==> src/rtl/aap_div.sv <==
// ----------------------------------------------------------------------------
// aap_div
// Unsigned restoring divider, one quotient bit per cycle.
// ----------------------------------------------------------------------------
module aap_div #(
    parameter int NW = 32,
    parameter int DW = 16
) (
    input  logic          clk,
    input  logic          rst_n,
    input  logic          start,
    input  logic [NW-1:0] num,
    input  logic [DW-1:0] den,
    output logic          done,
    output logic [NW-1:0] quo,
    output logic [DW-1:0] rem
);
    localparam int CNT_W = $clog2(NW + 1);

    logic [DW:0]    rem_reg;
    logic [NW-1:0]  quo_reg;
    logic [DW-1:0]  den_reg;
    logic [CNT_W-1:0] cnt_reg;
    logic           busy_reg;
    logic           done_reg;
    logic [DW:0]    shifted;
    logic           fits;

    assign shifted = {rem_reg[DW-1:0], quo_reg[NW-1]};
    assign fits    = shifted >= {1'b0, den_reg};

    always_ff @(posedge clk or negedge rst_n)
    begin
        if (!rst_n)
        begin
            busy_reg <= 1'b0;
            done_reg <= 1'b0;
            cnt_reg  <= '0;
        end
        else
        begin
            done_reg <= 1'b0;
            if (start)
            begin
                busy_reg <= 1'b1;
                cnt_reg  <= CNT_W'(NW);
            end
            else if (busy_reg)
            begin
                cnt_reg <= cnt_reg - 1'b1;
                if (cnt_reg == CNT_W'(1))
                begin
                    busy_reg <= 1'b0;
                    done_reg <= 1'b1;
                end
            end
        end
    end

    always_ff @(posedge clk)
    begin
        if (start)
        begin
            rem_reg <= '0;
            quo_reg <= num;
            den_reg <= den;
        end
        else if (busy_reg)
        begin
            rem_reg <= fits ? (shifted - {1'b0, den_reg}) : shifted;
            quo_reg <= {quo_reg[NW-2:0], fits};
        end
    end

    assign done = done_reg;
    assign quo  = quo_reg;
    assign rem  = rem_reg[DW-1:0];

endmodule

==> config.mk <==
export PLATFORM = sky130hd
export DESIGN_NAME = aap_div
export DESIGN_NICKNAME = d
export VERILOG_FILES = /design/src/rtl/aap_div.sv
export SDC_FILE = /design/constraint.sdc
export NUM_CORES = 1
export LEC_CHECK = 0
export ABC_AREA = 0
export BUFFER_PORTS_ARGS = -buffer_cell sky130_fd_sc_hd__buf_2
export CORE_UTILIZATION = 47
export CTS_CLUSTER_SIZE = 30
export DETAILED_ROUTE_END_ITERATION = 8
export GPL_TIMING_DRIVEN = 0
export PLACE_DENSITY = 0.72
export SLEW_MARGIN = 10
export SYNTH_ARGS = -nofsm -noshare
export SYNTH_HDL_FRONTEND = slang
export SYNTH_SLANG_ARGS = --single-unit
==> constraint.sdc <==
create_clock -name clk -period 2.55 [get_ports clk]
set_input_delay 0.1275 -clock clk [delete_from_list [all_inputs] [get_ports clk]]
set_output_delay 0.1275 -clock clk [all_outputs]
set_load 0.01 [all_outputs]
==> results.yml <==
cts:
  clockRootBuffer: "clkbuf_8"
  numCtsBuffers: 9
  clk_pin_slew_ns: 0.08
  tritoncts: "yes"
  clock_latency_ns: 0.35
  clockBufferDepth: 2
  cts.sinks: 72
  cts_htree_levels: 3
placement:
  gp_congestion: 0.817
  hpwl_mm: 5.94
  port_buffers: 99
synth:
  async_flop_share: 0.111
  yosysWarningCount: 0
  synth-edff-count: 48
  synthTopCellsByCount: "edfxtp_1 (48), mux2_2 (31), inv_1 (23), nor2_1 (23)"
  ys_types: 48
  avgSynthCellArea_um2: 11.9
  yosysMostFrequentCell: "edfxtp_1"
  synth-simple-area-share: 0.0836
  synth_area_um2: 3730
  synth.area.top_cells: "edfxtp_1 (39%), mux2_2 (9.4%), dfxtp_1 (8.6%)"
  synth-seq-cells: 72
  syn_nets: 383
  synth_compound_area_frac: 0.115
  synth_fa_ha_area_frac: 0.0658
  yosys.area.top_type_share: 0.387
  synth_ff_type: "edfxtp_1"
  synth-xor-area-share: 0.0399
  synth_mux_area_frac: 0.126
  synth_top_family_by_area: "multiplexers"
  syn_inst: 313
  yosysTopAreaCell: "edfxtp_1"
  yosysSeqAreaShare: 0.526
routing:
  ant_nets: 0
  vias: 2886
  routed_wl_mm: 8.49
  first_pass_iters: 5
  route.detailed.drc: 0
  drt_iter0_drc: 113
  wire_per_inst_um: 15.4
  drt-vias-per-instance: 5.25
sta:
  max_freq_mhz: 409
  finalCritPeriodShare: 0.960
  fin_crit_ns: 2.45
  fin_hold_ws_ns: 0.0650
  setup_violations: 0
  relSlewSlack: 0.480
  final.setup.tns_ns: 0
  worst_slew_pin_slew_ns: 0.779
  slew_viol_final: 0
  hold_violations: 0
  finalClockSkew_ns: 0.00946
floorplan:
  start_util: 0.485
  core_um2: 7690
  die_w_um: 91.1
  placementRows: 32
  die_y_um: 91.1
  ioPinCount: 100
  dieArea_um2: 8290
worst_hold_path:
  min_path_type: "input port to flip-flop"
  hold_end: "quo[23]"
  min_path_cells: 2
  holdCritStartpoint: "num[23]"
critical_path:
  r2r_setup_slack_ns: 0.10
  r2r_cells: 11
  critPathMostFrequentCell: "o21ai_1"
  cp_num_buf_inv: 3
  critPathTopFamily: "compound AO/OA/AOI/OAI gates"
  cpPeakStageDelay_ns: 0.34
  critPathLaunchType: "flip-flop"
  rr_endpoint: "rem_reg[15]"
  r2r-start: "rem_reg[11]"
  path_cells: "ha_1, buf_4, nand2_1, o21ai_1, o21bai_2, o31ai_4, o21a_1, buf_6, buf_8, a2111o_1, o21ai_1"
  crit_path_end_kind: "flip-flop"
  worst-path-stages: 11
  worst-path-max-fanout: 10
  crit_path_top_delay_cell: "dfxtp_1"
  cp.required_ns: 2.83
  cp_data_arrival_time_ns: 2.73
  critPathKind: "flip-flop to flip-flop"
global_route:
  first_global_vias: 2860
  grt_overflow: 0
  antenna_found_initial: 0
  grt_pass1_wl_mm: 13.5
  grt_util_all_layers: 0.211
  grt_max_degree: 22
finish:
  multi_input_area_um2: 1660
  finalNetCount: 513
  fillers: 646
  drive_gt1_frac: 0.373
  layout.area.seq_um2: 1960
  area_growth_pct: 28.5
  n_antenna_cell: 0
  post-route-util: 0.623
  largest_register_ffs: 32
power:
  peakVddDrop_uv: 376
  p_per_area_nw_per_um2: 674
  p_leak_nw: 2.16
  p_total_mw: 3.23
status:
  status: "completed"
flow_run:
  drv_cap: 0
## routing by layer
layer  part of all wire  wire length [um]  up-vias  GRT usage
li1                   -                 -     1406          -
met1               0.44              3780     1362      0.267
met4              0.015               128        0     0.0886
met5                  0                 0        -          0
met2               0.47              3970      105      0.335
met3              0.073               618       13     0.0653
## cell type report
class / instances / share of cell area
inverter: 23 / 0.0188
timing repair buffer: 118 / 0.142
sequential: 72 / 0.410
buffer: 13 / 0.0165
timing repair inverter: 1 / 0.00157
clock buffer: 12 / 0.0282
multi-input combinational: 205 / 0.347
tap: 102 / 0.0266
clock inverter: 4 / 0.00966
## worst register-to-register path, stage by stage, from the launching register on
cell      delay [ns]
dfxtp_1         0.34
ha_1            0.30
buf_4           0.15
nand2_1         0.11
o21ai_1         0.28
o21bai_2        0.21
o31ai_4         0.11
o21a_1          0.19
buf_6           0.14
buf_8           0.15
a2111o_1        0.30
o21ai_1         0.12
## cell usage in the layout (no fill, tap or decap), types with 3 or more instances in the layout
master         synthesis  routed
xnor2_1                9       9
nand4_1                3       3
nand2_1               18      18
clkbuf_8               0       9
dfrtp_1                8       8
buf_4                  2       5
clkinvlp_4             0       3
nor3_1                 4       4
a21o_1                 3       3
mux2i_1               12      11
a32oi_1                5       4
nor2b_1                3       3
xor2_1                 8       8
ha_1                  18      16
a21oi_1               13      11
o21ai_0                6       5
dlygate4sd3_1          0      17
clkbuf_1               6       9
o31ai_1                3       3
buf_2                  1      99
edfxtp_1              48      48
dfxtp_1               16      14
a31oi_1                3       3
inv_1                 23      22
nor2_1                23      22
a211oi_1              10       9
nand2b_1               5       4
mux2_2                31      31
o21ai_1                6       7
## per-stage QoR
step                      worst slack, ns  instance area, um2  std cells
final                               0.103                4790        550
after detailed placement           -0.292                4350        514
after global routing              -0.0252                4790        550
after CTS                          0.0134                4720        548
after global placement             -0.250                4350        514
after floorplan                     0.321                3730        313
## worst max path at each step
stage	start	end	slack [ns]
final	rem_reg[11]	rem_reg[15]	0.10
after global routing	den_reg[11]	rem_reg[13]	-0.03
after CTS	quo[31]	rem_reg[14]	0.01
after detailed placement	start	quo[7]	-0.29
after global placement	start	quo[7]	-0.25
after floorplan	quo[31]	rem_reg[15]	0.32
## what timing repair did
item | 4_1_cts | 5_1_grt
hold buffers | 17 | 0
endpoints found under the setup margin | 6 | 14
endpoints found under the hold margin | 24 | 0
pin swaps | 0 | 2
buffers inserted | 0 | 2
gates resized for setup | 3 | 14
gates cloned | 1 | 0
## report_power, final
group | internal [mW] | switching [mW] | total (mW)
Sequential | 1.42 | 0.109 | 1.53
Combinational | 0.396 | 0.434 | 0.830
Clock | 0.448 | 0.417 | 0.865
## logic make-up after synthesis
logic type / after synthesis
flip-flops: 72
AND/OR/NAND/NOR: 66
AO/OA/AOI/OAI: 60
multiplexers: 43
buffers and inverters: 36
adder cells (fa/ha/maj): 19
XOR/XNOR: 17
(Power assumes the default switching activity.)
